$ cat config.mk
export PLATFORM = sky130hd
export DESIGN_NAME = led_pattern_sequencer_unit_flat
export DESIGN_NICKNAME = d
export VERILOG_FILES = /design/src/design/lps_pkg.sv /design/src/design/lps_if.sv /design/src/design/lps_scene.sv /design/src/design/led_pattern_sequencer_unit.sv /design/src/flat_wrapper.sv
export SDC_FILE = /design/constraint.sdc
export NUM_CORES = 1
export LEC_CHECK = 0
export BUFFER_PORTS_ARGS = -buffer_cell sky130_fd_sc_hd__buf_2
export CORE_MARGIN = 3
export CORE_UTILIZATION = 38
export DETAILED_ROUTE_END_ITERATION = 8
export PLACE_DENSITY_LB_ADDON = 0.3
export SLEW_MARGIN = 20
export SYNTH_ARGS = -nofsm -noshare
export SYNTH_HDL_FRONTEND = slang
export SYNTH_SLANG_ARGS = --single-unit
$ cat constraint.sdc
create_clock -name clk -period 3.69 [get_ports clk]
set_clock_uncertainty 0.2 [all_clocks]
set_input_delay 0.1845 -clock clk [delete_from_list [all_inputs] [get_ports clk]]
set_output_delay 0.1845 -clock clk [all_outputs]
set_load 0.01 [all_outputs]
$ cat src/design/lps_pkg.sv
// Shared constants, types and helper functions of the LED pattern sequencer.
`timescale 1ns / 1ps

package lps_pkg;

  localparam int NUM_LEDS       = 4;
  localparam int NUM_BOARD_LEDS = 3;
  localparam int NUM_MODES      = 6;

  localparam int PERIOD_W    = 16;
  localparam int TICK_W      = 32;
  localparam int MODE_W      = 3;
  localparam int PAT_OUT_W   = 4;
  localparam int BOARD_OUT_W = 3;
  localparam int CFG_IDX_W   = 3;
  // step has to reach NUM_LEDS itself in streak mode
  localparam int STEP_W      = $clog2(NUM_LEDS + 1);
  localparam int MOD_W       = $clog2(NUM_LEDS);

  typedef enum logic [MODE_W-1:0] {
    MODE_SYNC   = 3'd0,
    MODE_CHASE  = 3'd1,
    MODE_BOUNCE = 3'd2,
    MODE_STREAK = 3'd3,
    MODE_ALARM  = 3'd4,
    MODE_RANDOM = 3'd5
  } mode_t;

  // Register indexes of the configuration port
  localparam logic [CFG_IDX_W-1:0] REG_PERIOD_SYNC   = 3'd0;
  localparam logic [CFG_IDX_W-1:0] REG_PERIOD_CHASE  = 3'd1;
  localparam logic [CFG_IDX_W-1:0] REG_PERIOD_BOUNCE = 3'd2;
  localparam logic [CFG_IDX_W-1:0] REG_PERIOD_STREAK = 3'd3;
  localparam logic [CFG_IDX_W-1:0] REG_PERIOD_ALARM  = 3'd4;
  localparam logic [CFG_IDX_W-1:0] REG_PERIOD_RANDOM = 3'd5;

  localparam logic [PERIOD_W-1:0] PERIOD_RESET [NUM_MODES] =
    '{16'd500, 16'd150, 16'd100, 16'd200, 16'd80, 16'd120};

  typedef struct packed {
    logic [STEP_W-1:0]   step;
    logic                fwd;
    logic [NUM_LEDS-1:0] pattern;
  } scene_state_t;

  // Single lit LED, nothing for an index past the last LED
  function automatic logic [NUM_LEDS-1:0] one_led(input logic [STEP_W-1:0] idx);
    logic [NUM_LEDS-1:0] r;
    r = '0;
    for (int i = 0; i < NUM_LEDS; i++) begin
      if (idx == STEP_W'(i)) begin
        r[i] = 1'b1;
      end
    end
    return r;
  endfunction

  function automatic logic [PAT_OUT_W-1:0] pattern_out(input logic [NUM_LEDS-1:0] p);
    logic [PAT_OUT_W-1:0] r;
    r = '0;
    for (int i = 0; i < PAT_OUT_W; i++) begin
      if (i < NUM_LEDS) begin
        r[i] = p[i % NUM_LEDS];
      end
    end
    return r;
  endfunction

  function automatic logic [BOARD_OUT_W-1:0] board_out(
    input logic [NUM_BOARD_LEDS-1:0] b
  );
    logic [BOARD_OUT_W-1:0] r;
    r = '0;
    for (int i = 0; i < BOARD_OUT_W; i++) begin
      if (i < NUM_BOARD_LEDS) begin
        r[i] = b[i % NUM_BOARD_LEDS];
      end
    end
    return r;
  endfunction

endpackage

$ cat src/design/lps_if.sv
// Valid/ready channel interfaces: tick input, LED result and configuration write.
`timescale 1ns / 1ps

interface lps_in_if;
  import lps_pkg::*;
  logic valid;
  logic ready;
  logic mode_press;
  logic board_press;
  modport source (output valid, mode_press, board_press, input ready);
  modport sink   (input valid, mode_press, board_press, output ready);
endinterface

interface lps_out_if;
  import lps_pkg::*;
  logic                   valid;
  logic                   ready;
  logic [PAT_OUT_W-1:0]   pattern_leds;
  logic [BOARD_OUT_W-1:0] board_leds;
  logic [MODE_W-1:0]      current_mode;
  modport source (output valid, pattern_leds, board_leds, current_mode, input ready);
  modport sink   (input valid, pattern_leds, board_leds, current_mode, output ready);
endinterface

interface lps_cfg_if;
  import lps_pkg::*;
  logic                 valid;
  logic                 ready;
  logic [CFG_IDX_W-1:0] index;
  logic [PERIOD_W-1:0]  data;
  modport source (output valid, index, data, input ready);
  modport sink   (input valid, index, data, output ready);
endinterface

$ cat src/design/lps_scene.sv
// One pattern step of the active scene.
`timescale 1ns / 1ps

module lps_scene import lps_pkg::*; (
  input  mode_t              mode,
  input  logic [MOD_W-1:0]   tick_mod,
  input  scene_state_t       cur,
  output scene_state_t       nxt
);

  localparam logic [STEP_W-1:0] LAST = STEP_W'(NUM_LEDS - 1);
  localparam logic [STEP_W-1:0] N    = STEP_W'(NUM_LEDS);

  logic [STEP_W-1:0]   s;
  logic [STEP_W-1:0]   s_bounce;
  logic [NUM_LEDS-1:0] ends;

  assign s    = (cur.step >= N) ? '0 : cur.step;
  assign ends = one_led('0) | one_led(LAST);

  always_comb begin
    if (cur.fwd) begin
      s_bounce = s + 1'b1;
    end else if (s == '0) begin
      s_bounce = LAST;
    end else begin
      s_bounce = s - 1'b1;
    end
  end

  always_comb begin
    nxt = cur;
    case (mode)
      MODE_SYNC: begin
        nxt.pattern = ~cur.pattern;
      end
      MODE_CHASE: begin
        nxt.pattern = one_led(s);
        nxt.step    = (s == LAST) ? '0 : s + 1'b1;
      end
      MODE_BOUNCE: begin
        nxt.pattern = one_led(s);
        nxt.step    = s_bounce;
        if (s_bounce == LAST || s_bounce == '0) begin
          nxt.fwd = ~cur.fwd;
        end
      end
      MODE_STREAK: begin
        nxt.pattern = (cur.step < N) ? (cur.pattern | one_led(cur.step)) : '0;
        nxt.step    = (cur.step >= N) ? '0 : cur.step + 1'b1;
      end
      MODE_ALARM: begin
        nxt.pattern = (cur.pattern ^ ends) & ends;
      end
      default: begin
        nxt.pattern = one_led(STEP_W'(tick_mod));
      end
    endcase
  end

endmodule

$ cat src/design/led_pattern_sequencer_unit.sv
// Top level of the LED pattern sequencer: tick handling, countdown and result register.
`timescale 1ns / 1ps

// Each transfer on the input channel is one millisecond tick with two
// debounced press flags, and each one yields exactly one result transfer that
// shows the LED state after that tick. The state registers double as the
// result register, so the result of a tick is valid in the cycle after it is
// taken, and a new tick is taken in every cycle in which the result slot is
// empty or is being taken at the same edge, so the sustained rate is one tick
// per clock. The six period registers are written through the configuration
// channel, which is always ready; indexes above the last register are
// dropped. A period of zero behaves as one (a step on every tick). A mode
// press clears step and pattern but leaves the running countdown alone.
module led_pattern_sequencer_unit import lps_pkg::*; (
  input  logic      clk,
  input  logic      rst_n,
  lps_in_if.sink    in_ch,
  lps_out_if.source out_ch,
  lps_cfg_if.sink   cfg_ch
);

  // Architectural state, held until the next tick transfer
  mode_t                     mode_r,    mode_nxt;
  scene_state_t              scene_r,   scene_nxt;
  logic [NUM_BOARD_LEDS-1:0] board_r,   board_nxt;
  logic [PERIOD_W-1:0]       count_r,   count_nxt;
  logic [TICK_W-1:0]         tick_r,    tick_nxt;
  logic [MOD_W-1:0]          tick_mod_r, tick_mod_nxt;
  logic                      out_valid_r;
  logic [PERIOD_W-1:0]       periods_r [NUM_MODES];

  logic                in_xfer;
  mode_t               mode_cur;
  scene_state_t        scene_pre;
  scene_state_t        scene_step;
  logic                fire;
  logic [PERIOD_W-1:0] period_sel;

  // Take a tick whenever the result slot is free or drains this cycle
  assign in_ch.ready = !out_valid_r || out_ch.ready;
  assign in_xfer     = in_ch.valid && in_ch.ready;

  // Free-running tick count; keep its residue mod NUM_LEDS alongside so the
  // random scene needs no divider. The residue restarts when the count wraps.
  assign tick_nxt = tick_r + 1'b1;
  always_comb begin
    if (tick_r == '1 || tick_mod_r == MOD_W'(NUM_LEDS - 1)) begin
      tick_mod_nxt = '0;
    end else begin
      tick_mod_nxt = tick_mod_r + 1'b1;
    end
  end

  // Mode press: advance the scene, restart step and pattern, go forward
  assign mode_cur = (mode_r >= MODE_W'(NUM_MODES)) ? MODE_SYNC : mode_r;
  always_comb begin
    mode_nxt  = mode_cur;
    scene_pre = scene_r;
    if (in_ch.mode_press) begin
      mode_nxt          = (mode_cur == MODE_RANDOM) ? MODE_SYNC : mode_t'(mode_cur + 1'b1);
      scene_pre.step    = '0;
      scene_pre.fwd     = 1'b1;
      scene_pre.pattern = '0;
    end
  end

  // Board press: toggle every board LED
  assign board_nxt = in_ch.board_press ? ~board_r : board_r;

  lps_scene u_scene (
    .mode     (mode_nxt),
    .tick_mod (tick_mod_nxt),
    .cur      (scene_pre),
    .nxt      (scene_step)
  );

  // Countdown: fire at one or below, then reload from the new mode's period
  assign fire       = (count_r <= PERIOD_W'(1));
  assign period_sel = periods_r[mode_nxt];
  assign scene_nxt  = fire ? scene_step : scene_pre;
  always_comb begin
    if (!fire) begin
      count_nxt = count_r - 1'b1;
    end else if (period_sel == '0) begin
      count_nxt = PERIOD_W'(1);
    end else begin
      count_nxt = period_sel;
    end
  end

  always_ff @(posedge clk) begin
    if (!rst_n) begin
      mode_r      <= MODE_SYNC;
      scene_r     <= '{step: '0, fwd: 1'b1, pattern: '0};
      board_r     <= '0;
      count_r     <= PERIOD_RESET[REG_PERIOD_SYNC];
      tick_r      <= '0;
      tick_mod_r  <= '0;
      out_valid_r <= 1'b0;
    end else begin
      if (in_xfer) begin
        mode_r      <= mode_nxt;
        scene_r     <= scene_nxt;
        board_r     <= board_nxt;
        count_r     <= count_nxt;
        tick_r      <= tick_nxt;
        tick_mod_r  <= tick_mod_nxt;
        out_valid_r <= 1'b1;
      end else if (out_ch.ready) begin
        out_valid_r <= 1'b0;
      end
    end
  end

  // Period registers; drop writes past the last register
  assign cfg_ch.ready = 1'b1;
  always_ff @(posedge clk) begin
    if (!rst_n) begin
      for (int i = 0; i < NUM_MODES; i++) begin
        periods_r[i] <= PERIOD_RESET[i];
      end
    end else if (cfg_ch.valid && cfg_ch.index <= REG_PERIOD_RANDOM) begin
      periods_r[cfg_ch.index] <= cfg_ch.data;
    end
  end

  // Result: the state after the last accepted tick
  assign out_ch.valid        = out_valid_r;
  assign out_ch.pattern_leds = pattern_out(scene_r.pattern);
  assign out_ch.board_leds   = board_out(board_r);
  assign out_ch.current_mode = mode_r;

  // The countdown reloads to at least one, so it never sits at zero
  a_count_nonzero: assert property (@(posedge clk) disable iff (!rst_n)
    count_r != '0)
    else $error("step countdown reached zero");

  // Every accepted tick leaves a result waiting
  a_xfer_result: assert property (@(posedge clk) disable iff (!rst_n)
    in_xfer |=> out_valid_r)
    else $error("accepted tick produced no result");

  // A mode press always moves to another mode
  a_mode_press: assert property (@(posedge clk) disable iff (!rst_n)
    (in_xfer && in_ch.mode_press) |=> (mode_r != $past(mode_r)))
    else $error("mode press did not change mode");

  // A board press inverts every board LED
  a_board_press: assert property (@(posedge clk) disable iff (!rst_n)
    (in_xfer && in_ch.board_press) |=> (board_r == ~$past(board_r)))
    else $error("board press did not toggle board LEDs");

  // The tick residue stays below the LED count
  a_tick_mod: assert property (@(posedge clk) disable iff (!rst_n)
    tick_mod_r <= MOD_W'(NUM_LEDS - 1))
    else $error("tick residue out of range");

endmodule
$ cat src/flat_wrapper.sv
// flat-port wrapper written by rule: the top's interface ports become plain ports
module led_pattern_sequencer_unit_flat import lps_pkg::*;
  (clk, rst_n, in_ch_valid, in_ch_mode_press, in_ch_board_press, in_ch_ready, out_ch_valid, out_ch_pattern_leds, out_ch_board_leds, out_ch_current_mode, out_ch_ready, cfg_ch_valid, cfg_ch_index, cfg_ch_data, cfg_ch_ready);
  lps_in_if in_ch_i ();
  lps_out_if out_ch_i ();
  lps_cfg_if cfg_ch_i ();
  input  logic clk;
  input  logic rst_n;
  input wire logic [$bits(in_ch_i.valid)-1:0] in_ch_valid;
  input wire logic [$bits(in_ch_i.mode_press)-1:0] in_ch_mode_press;
  input wire logic [$bits(in_ch_i.board_press)-1:0] in_ch_board_press;
  output wire logic [$bits(in_ch_i.ready)-1:0] in_ch_ready;
  output wire logic [$bits(out_ch_i.valid)-1:0] out_ch_valid;
  output wire logic [$bits(out_ch_i.pattern_leds)-1:0] out_ch_pattern_leds;
  output wire logic [$bits(out_ch_i.board_leds)-1:0] out_ch_board_leds;
  output wire logic [$bits(out_ch_i.current_mode)-1:0] out_ch_current_mode;
  input wire logic [$bits(out_ch_i.ready)-1:0] out_ch_ready;
  input wire logic [$bits(cfg_ch_i.valid)-1:0] cfg_ch_valid;
  input wire logic [$bits(cfg_ch_i.index)-1:0] cfg_ch_index;
  input wire logic [$bits(cfg_ch_i.data)-1:0] cfg_ch_data;
  output wire logic [$bits(cfg_ch_i.ready)-1:0] cfg_ch_ready;
  assign in_ch_i.valid = in_ch_valid;
  assign in_ch_i.mode_press = in_ch_mode_press;
  assign in_ch_i.board_press = in_ch_board_press;
  assign in_ch_ready = in_ch_i.ready;
  assign out_ch_valid = out_ch_i.valid;
  assign out_ch_pattern_leds = out_ch_i.pattern_leds;
  assign out_ch_board_leds = out_ch_i.board_leds;
  assign out_ch_current_mode = out_ch_i.current_mode;
  assign out_ch_i.ready = out_ch_ready;
  assign cfg_ch_i.valid = cfg_ch_valid;
  assign cfg_ch_i.index = cfg_ch_index;
  assign cfg_ch_i.data = cfg_ch_data;
  assign cfg_ch_ready = cfg_ch_i.ready;
  led_pattern_sequencer_unit u_core (.clk(clk), .rst_n(rst_n), .in_ch(in_ch_i), .out_ch(out_ch_i), .cfg_ch(cfg_ch_i));
endmodule
==> impl_metrics.toml, run 1 <==
[finish]
nets = 1101
final.fill_count = 2231
final_util = 0.454
diodes = 0
area_growth_pct = 15.4
drive_gt1_frac = 0.119

[synth]
avgSynthCellArea_um2 = 8.93
ys.flop_type = "edfxtp_1"
synthArstFlopShare = 0
yosys_warnings = 0
synth_cell_types = 69
synth_area_leaders = "edfxtp_1 32%, dfxtp_1 14%, nor2_1 5.7%"
synth-compound-area-share = 0.187
syn_area_um2 = 9030
synthAdderAreaFrac = 0.0252
synth_common_cells = "137 x nor2_1, 106 x nand2_1, 96 x edfxtp_1"
synthMuxAreaShare = 0.0302
synth_top_area_share = 0.319
synth_top_area_cell = "edfxtp_1"
synth.most_common_cell = "nor2_1"
ys_ff_latch = 161
synth_edf_count = 96
seq_area_frac_synth = 0.463
synth-xor-area-share = 0.0359
syn_inst = 1011
synth_top_family_by_area = "simple AND/OR/NAND/NOR gates"
synthSimpleGateAreaFrac = 0.207

[sta]
hold_viol = 0
worst_pin_slew_ns = 0.972
finalCriticalPeriod_ns = 2.99
slew_headroom = 0.350
setup_tns_ns = 0
rsz0062_at_grt = "no"
final-setup-viol-count = 0
finalCritPeriodShare = 0.810
fmax_ghz = 0.335
report.final.slew_viol_count = 0
holdWs_ns = 0.0598

[clock_tree]
cts_resized = 0
clock_sinks = 161
ctsLongestPathBuffers = 2
cts_inserted_buffers = 17
clkTransAtPathRegs_ns = 0.07
cts_tree = "built"
clock_latency_ns = 0.44
cts-htree-levels = 4
cts-root-buf = "clkbuf_16"

[place]
port_buffers = 37
dpl.hpwl_um = 18400
place_congestion = 0.907

[hold_path]
hp-class = "input pin to flip-flop"

[floorplanning]
die-area_um2 = 25700
dieWidth_um = 160
floorplan.initialDensity = 0.393
row_count = 55
io_pins = 39
core_um2 = 23000
die_y_um = 160

[detailed_routing]
ant_nets = 0
dr.pass1.iters = 9
drc = 1
num_vias = 7979
vias_per_cell = 5.76
wl_um = 27200
first_iter_violations = 998
wl_per_cell_um = 19.6

[critical_path]
slowest_delay_ns = 0.62
worstPathCellList = "buf_4, nor2_1, a21oi_1, a211o_1, nand4_1, nand2_1, mux2_2, or4_1, a21oi_1"
crit_fanout = 15
path_class = "flip-flop to flip-flop"
crit_top_cell = "a21oi_1"
crit_path_end_kind = "flip-flop"
start_kind = "flip-flop"
critPathSlowestCell = "nor2_1"
cp.arrival_ns = 3.14
ff2ff_setup_slack_ns = 0.70
required_ns = 3.85

[grt]
antenna_found_initial = 0
grtUsageTotal = 0.213
gr-total-overflow = 0
grt_max_degree = 35
grt_pass1_wl_um = 43200
grt_pass1_vias = 7681

[power]
power.leakage_nw = 3.88
ir_drop_mv = 0.289
p_per_area_nw_per_um2 = 416

[outcome]
violations = "DRC"
status = "finished with violations"

[flow_run]
cap_viol_max_count = 0
[worst max-delay path, delay by kind of cell, from the launching register on]
kind / cells / cell delay [ns]
DFF: 1 / 0.35
AOI/OAI and AO/OA: 3 / 0.60
and+or+nand+nor: 4 / 1.25
buffers and inverters: 1 / 0.20
muxes: 1 / 0.31
[logic make-up (layout without fill, tap and decap cells)]
logic type | after synthesis | in the layout
AO/OA/AOI/OAI | 261 | 261
XOR/XNOR | 37 | 37
adder cells (fa/ha/maj) | 19 | 19
buffers and inverters | 111 | 172
flip-flops | 161 | 161
multiplexers | 27 | 27
other | 2 | 3
AND/OR/NAND/NOR | 393 | 393
[power breakdown]
part	total (mW)	switching, mW	internal, mW
registers	2.06	0.0643	1.99
clock network	1.78	0.866	0.910
logic	0.499	0.316	0.183
[worst paths after layout]
path                                               from                                   end  cells after the start
max          u_core.out_ch.current_mode[0]$_SDFFE_PN0P_       u_core.count_r[15]$_SDFFE_PN0P_                      9
min                                     cfg_ch_index[1]  u_core.periods_r[2][2]$_SDFFCE_PN1P_                      3
max reg2reg  u_core.out_ch.current_mode[0]$_SDFFE_PN0P_       u_core.count_r[15]$_SDFFE_PN0P_                      9
min reg2reg               u_core.tick_r[1]$_SDFFE_PN0P_         u_core.tick_r[1]$_SDFFE_PN0P_                      2
[registers in the layout, summed over array words and instances, names as in the netlist]
signal                      cells
u_core.periods_r               96
u_core.tick_r                  32
u_core.count_r                 16
u_core.out_ch.pattern_leds      4
u_core.scene_r                  4
u_core.out_ch.valid             1
u_core.out_ch.current_mode      3
u_core.tick_mod_r               2
u_core.out_ch.board_leds        3
[stage by stage]
stage	instances	power (mW)	area (um2)	worst slack, ns
after CTS	1386	4.33	10400	0.738
after detailed placement	1333	2.56	9630	0.776
after global placement	1333	2.56	9630	0.786
final	1386	4.33	10400	0.703
after global routing	1386	4.49	10400	0.561
after floorplan	1012	2.38	9030	0.836
[routing by layer]
metal / wire length, um / vias to the layer above / global-route usage
li1: - / 3736 / -
met1: 11800 / 3816 / 0.288
met2: 12700 / 374 / 0.338
met3: 2190 / 53 / 0.0495
met4: 586 / 0 / 0.0667
met5: 0 / - / 0
[layout make-up]
type                       count  area (um2)  area share
multi-input combinational    740        4400       0.422
inverter                      42         158      0.0151
tap                          313         392      0.0376
clock inverter                15         158      0.0151
sequential                   161        4190       0.402
clock buffer                  17         425      0.0408
timing repair buffer          98         708      0.0679
[placed cells by master (no fill, tap or decap), types with 4 or more instances in the layout]
cell type / count
a222oi_1: 10
nor2b_1: 11
inv_8: 9
a221oi_1: 13
or2_2: 4
a22oi_1: 16
o22ai_1: 29
and2_1: 25
buf_2: 37
maj3_1: 4
ha_1: 15
a211o_1: 4
clkbuf_16: 17
a22o_1: 8
mux2i_1: 25
nand3_1: 22
dfxtp_1: 62
xnor2_1: 9
nand2b_1: 15
dlygate4sd3_1: 21
and3_1: 8
and4_1: 4
a31oi_1: 8
a21o_1: 7
edfxtp_1: 96
o21bai_1: 8
a221o_1: 5
nand4_1: 14
o21ai_0: 59
a21oi_1: 70
nor3_1: 18
buf_4: 39
inv_1: 40
nand2_1: 106
nor2_1: 137
xor2_1: 28
[timing repair]
action                     4_1_cts  5_1_grt
buffers inserted                 0        0
hold endpoints to repair        69        0
hold buffers                    21        0
setup endpoints to repair        0        0
No activity file was read; power rests on OpenSTA's default activity.
==> run 2: changes to the inputs <==
==> constraint.sdc (replaced) <==
create_clock -name clk -period 2.5 [get_ports clk]
set_clock_uncertainty 0.2 [all_clocks]
set_input_delay 0.125 -clock clk [delete_from_list [all_inputs] [get_ports clk]]
set_output_delay 0.125 -clock clk [all_outputs]
set_load 0.01 [all_outputs]
==> impl_metrics.toml, run 2 (synthesis results as in run 1) <==
[critical_path]
crit_path_end_kind = "flip-flop"
start_kind = "flip-flop"
crit_top_cell = "or4_4"
path_delay_family = "simple AND/OR/NAND/NOR gates"
slowest_delay_ns = 0.49
crit_buf_inv = 0
critPathSlowestCell = "or4_4"
required_ns = 2.62
crit_fanout = 4
worstPathCellList = "or2_1, nand3b_4, or4_4, or3b_4, or4_4, o22ai_1, nand2_1"
cp.arrival_ns = 2.71
path_class = "flip-flop to flip-flop"

[sta]
report.final.slew_viol_count = 0
worst_slack_ns = -0.0900
worst_pin_slew_ns = 0.612
fmax_ghz = 0.386
final-setup-viol-count = 9
hold_viol = 0
finalCriticalPeriod_ns = 2.59
slew_headroom = 0.591
holdWs_ns = 0.0269
rsz0062_at_grt = "yes"
finalCritPeriodShare = 1.04

[detailed_routing]
first_iter_violations = 668
dr.pass1.iters = 6
vias_per_cell = 5.46
wl_um = 27400
wl_per_cell_um = 18.1
num_vias = 8283
ant_nets = 0
drc = 0

[place]
place_congestion = 0.950
port_buffers = 37
dpl.hpwl_um = 19700

[floorplanning]
core_um2 = 23000
floorplan.initialDensity = 0.393
io_pins = 39
die_y_um = 160
die-area_um2 = 25700
dieWidth_um = 160
row_count = 55

[clock_tree]
cts_inserted_buffers = 17
clkTransAtPathRegs_ns = 0.07
cts_tree = "built"
cts-htree-levels = 4
clock_sinks = 161
clock_latency_ns = 0.44
ctsLongestPathBuffers = 2
cts-root-buf = "clkbuf_16"

[power]
ir_drop_mv = 0.405
p_per_area_nw_per_um2 = 573
power_mw = 6.73
power.leakage_nw = 4.59

[finish]
diodes = 0
nets = 1231
layout_common_cells = "155 x buf_4, 134 x nor2_1, 104 x nand2_1"
area_growth_pct = 29.9
final_util = 0.510
final_common_cell = "buf_4"
drive_gt1_frac = 0.244
largest_reg_flops = 96
regMostFlops = "u_core.periods_r"
top_regs = "u_core.periods_r x96, u_core.tick_r x32, u_core.count_r x16"

[grt]
grt_max_degree = 34
grt_pass1_wl_um = 43000
grt_pass1_vias = 7888
antenna_found_initial = 0
grtUsageTotal = 0.210
gr-total-overflow = 0

[outcome]
violations = "setup timing"
status = "finished with violations"

[hold_path]
hp-class = "input pin to flip-flop"

[flow_run]
cap_viol_max_count = 0
run 2: per-stage QoR:
stage	setup TNS [ns]	instance area, um2	std cells	setup WS, ns
final	-0.250	11700	1516	-0.0900
after global routing	-1.53	11700	1516	-0.156
after CTS	-0.235	11500	1504	-0.0918
after detailed placement	-1.65	10500	1440	-0.333
after global placement	-1.34	10500	1440	-0.312
after floorplan	-0.809	9050	1012	-0.189
run 2: layout make-up:
class | instances | area, um2
clock buffers | 18 | 429
fillers | 2146 | 11300
inverters | 42 | 158
clock inverters | 14 | 169
repair buffers | 228 | 1790
flip-flops and latches | 161 | 4190
well taps | 313 | 392
multi-input cells | 740 | 4600
run 2: worst paths after layout:
check | startpoint | end | slack (ns) | cells after the start
worst max-delay path | u_core.count_r[7]$_SDFFE_PN1P_ | u_core.scene_r[4]$_SDFFE_PN1P_ | -0.09 | 7
worst min-delay path | cfg_ch_index[2] | u_core.periods_r[0][4]$_SDFFCE_PN1P_ | 0.03 | 4
worst max register to register | u_core.count_r[7]$_SDFFE_PN1P_ | u_core.scene_r[4]$_SDFFE_PN1P_ | -0.09 | 7
worst min register to register | u_core.out_ch.pattern_leds[1]$_SDFFE_PN0P_ | u_core.out_ch.pattern_leds[1]$_SDFFE_PN0P_ | 0.28 | 2
run 2: routing by layer:
layer  track usage  vias up  wire, um
li1              -     3998         -
met1         0.287     3945     12300
met2         0.337      296     13000
met3        0.0415       44      1610
met4        0.0671        0       555
met5             0        -         0
run 2: what timing repair did:
item	in CTS	in global routing
pin swaps	11	22
buffers inserted	9	12
setup endpoints to repair	18	21
hold buffers	23	0
resized for setup	30	39
endpoints found under the hold margin	103	0
run 2: tightest hold or removal path: cells and delay by family:
family	cells	cell delay [ns]
AND/OR/NAND/NOR	2	0.13
buffers and inverters	2	0.30
run 2: where the power goes:
part	switching (mW)	leakage, nW	internal, mW
clock	1.21	0.291	1.51
sequential	0.0998	1.46	2.94
combinational	0.523	2.84	0.447
total	1.83	4.59	4.90
==> run 3: changes to the inputs <==
--- a/config.mk
+++ b/config.mk
@@ -6,8 +6,8 @@
 export NUM_CORES = 1
 export LEC_CHECK = 0
 export BUFFER_PORTS_ARGS = -buffer_cell sky130_fd_sc_hd__buf_2
-export CORE_MARGIN = 3
 export CORE_UTILIZATION = 38
+export CTS_BUF_LIST = sky130_fd_sc_hd__clkbuf_16
 export DETAILED_ROUTE_END_ITERATION = 8
 export PLACE_DENSITY_LB_ADDON = 0.3
 export SLEW_MARGIN = 20
==> impl_metrics.toml, run 3 (synthesis results as in run 1) <==
[detailed_routing]
first_iter_violations = 926
vias_per_cell = 5.43
wl_um = 27900
wl_per_cell_um = 18.4
dr.pass1.iters = 5
drc = 0
ant_nets = 0
num_vias = 8227

[clock_tree]
cts_inserted_buffers = 17
cts-htree-levels = 4
ctsLongestPathBuffers = 2
clkTransAtPathRegs_ns = 0.08
clock_sinks = 161
cts-root-buf = "clkbuf_16"
clock_latency_ns = 0.44
cts_tree = "built"

[floorplanning]
die_y_um = 156
io_pins = 39
dieWidth_um = 156
row_count = 56
core_um2 = 23400
die-area_um2 = 24400
floorplan.initialDensity = 0.386

[finish]
area_growth_pct = 29.0
largest_reg_flops = 96
multi_input_area_um2 = 4560
seqCellArea_um2 = 4200
drive_gt1_frac = 0.238
stdcell_area_um2 = 11600
diodes = 0
nets = 1224
final.fill_count = 2222
final_common_cell = "buf_4"
top_regs = "u_core.periods_r x96, u_core.tick_r x32, u_core.count_r x16"
layout_common_cells = "144 x buf_4, 132 x nor2_1, 104 x nand2_1"
regMostFlops = "u_core.periods_r"

[sta]
worst_pin_slew_ns = 0.735
worst_slack_ns = -0.115
hold_viol = 0
final-setup-viol-count = 9
rsz0062_at_grt = "yes"
slew_headroom = 0.509
finalCritPeriodShare = 1.05
report.final.slew_viol_count = 0
finalCriticalPeriod_ns = 2.62
fmax_ghz = 0.382

[critical_path]
crit_path_end_kind = "flip-flop"
start_kind = "flip-flop"
worstPathCellList = "or2_1, nand3b_4, or4_4, or3b_4, or4_4, a21oi_2, o22ai_2, nand2_1"
timing.rr.start = "u_core.count_r[7]$_SDFFE_PN1P_"
required_ns = 2.68
crit_fanout = 5
path_class = "flip-flop to flip-flop"
crit_top_cell = "or4_4"
rr_worst_depth = 8
critPathSlowestCell = "or4_4"
cp.arrival_ns = 2.79
ff2ff_setup_slack_ns = -0.12
slowest_delay_ns = 0.49
worstReg2RegEnd = "u_core.scene_r[4]$_SDFFE_PN1P_"

[place]
place_area_um2 = 10500
post-place-ws_ns = -0.214
dpl.hpwl_um = 20300
port_buffers = 37
place_congestion = 0.962

[outcome]
violations = "setup timing"
status = "finished with violations"

[grt]
grt_max_degree = 40
gr-total-overflow = 0
grt_pass1_wl_um = 42600
grt_pass1_vias = 7835
grtUsageTotal = 0.229
antenna_found_initial = 0

[hold_path]
min-delay-start = "cfg_ch_index[1]"
hold_end = "u_core.periods_r[2][2]$_SDFFCE_PN1P_"
hp-class = "input pin to flip-flop"
holdPathStages = 3

[power]
ir_drop_mv = 0.456
power.leakage_nw = 4.55
p_per_area_nw_per_um2 = 572

[flow_run]
cap_viol_max_count = 0
[run 3: cell count changes in the layout (fill, tap and decap cells not counted), sizes merged]
cell	change
clkinvlp	-1
inv	-1
buf	-7
dlygate4sd3	-1
clkinv	+2
[run 3: area by class of cell]
class                   instances  area share
inverters                      42      0.0135
clock inverters                14      0.0145
multi-input cells             740       0.391
well taps                     319      0.0343
clock buffers                  17      0.0365
flip-flops and latches        161       0.360
repair buffers                221       0.150
[run 3: report_power, final]
group	internal (mW)	switching [mW]	total, mW
clock	1.50	1.21	2.71
sequential	2.94	0.101	3.04
combinational	0.407	0.505	0.912
total	4.85	1.82	6.67
[run 3: metal layers]
layer / global-route usage / part of all wire
met5: 0 / 0
met4: 0.0840 / 0.023
met3: 0.0361 / 0.054
met2: 0.383 / 0.48
met1: 0.299 / 0.44
[run 3: worst max path at each step]
stage	cells after the start	endpoint	start
floorplan	8	u_core.scene_r[4]$_SDFFE_PN1P_	u_core.count_r[7]$_SDFFE_PN1P_
global placement	8	u_core.count_r[0]$_SDFFE_PN0P_	u_core.out_ch.current_mode[1]$_SDFFE_PN0P_
detailed placement	12	u_core.count_r[0]$_SDFFE_PN0P_	in_ch_mode_press
CTS	7	u_core.scene_r[4]$_SDFFE_PN1P_	u_core.count_r[7]$_SDFFE_PN1P_
global route	9	u_core.count_r[0]$_SDFFE_PN0P_	u_core.out_ch.current_mode[1]$_SDFFE_PN0P_
finish	8	u_core.scene_r[4]$_SDFFE_PN1P_	u_core.count_r[7]$_SDFFE_PN1P_
[run 3: worst max-delay path: cells and delay by family (launching register included)]
kind | cells | cell delay, ns
AO/OA/AOI/OAI | 2 | 0.23
flip-flops | 1 | 0.32
AND/OR/NAND/NOR | 6 | 1.84
[run 3: timing repair]
item | in CTS | in global routing
buffers inserted | 1 | 9
resized for setup | 20 | 55
pin swaps | 6 | 20
hold buffers | 22 | 0
endpoints found under the setup margin | 18 | 22
hold endpoints to repair | 91 | 0
gates cloned | 0 | 2
[run 3: per-stage QoR]
step	hold slack (ns)	cells	util	TNS, ns	power (mW)
after floorplan	0.0545	1012	-	-0.809	3.51
after CTS	0.00152	1503	0.487	-0.228	6.64
after detailed placement	0.190	1449	0.449	-1.77	3.92
final	0.00782	1514	0.498	-0.356	6.67
after global placement	0.182	1449	0.449	-1.39	3.91
after global routing	0.0254	1514	0.498	-1.70	6.87
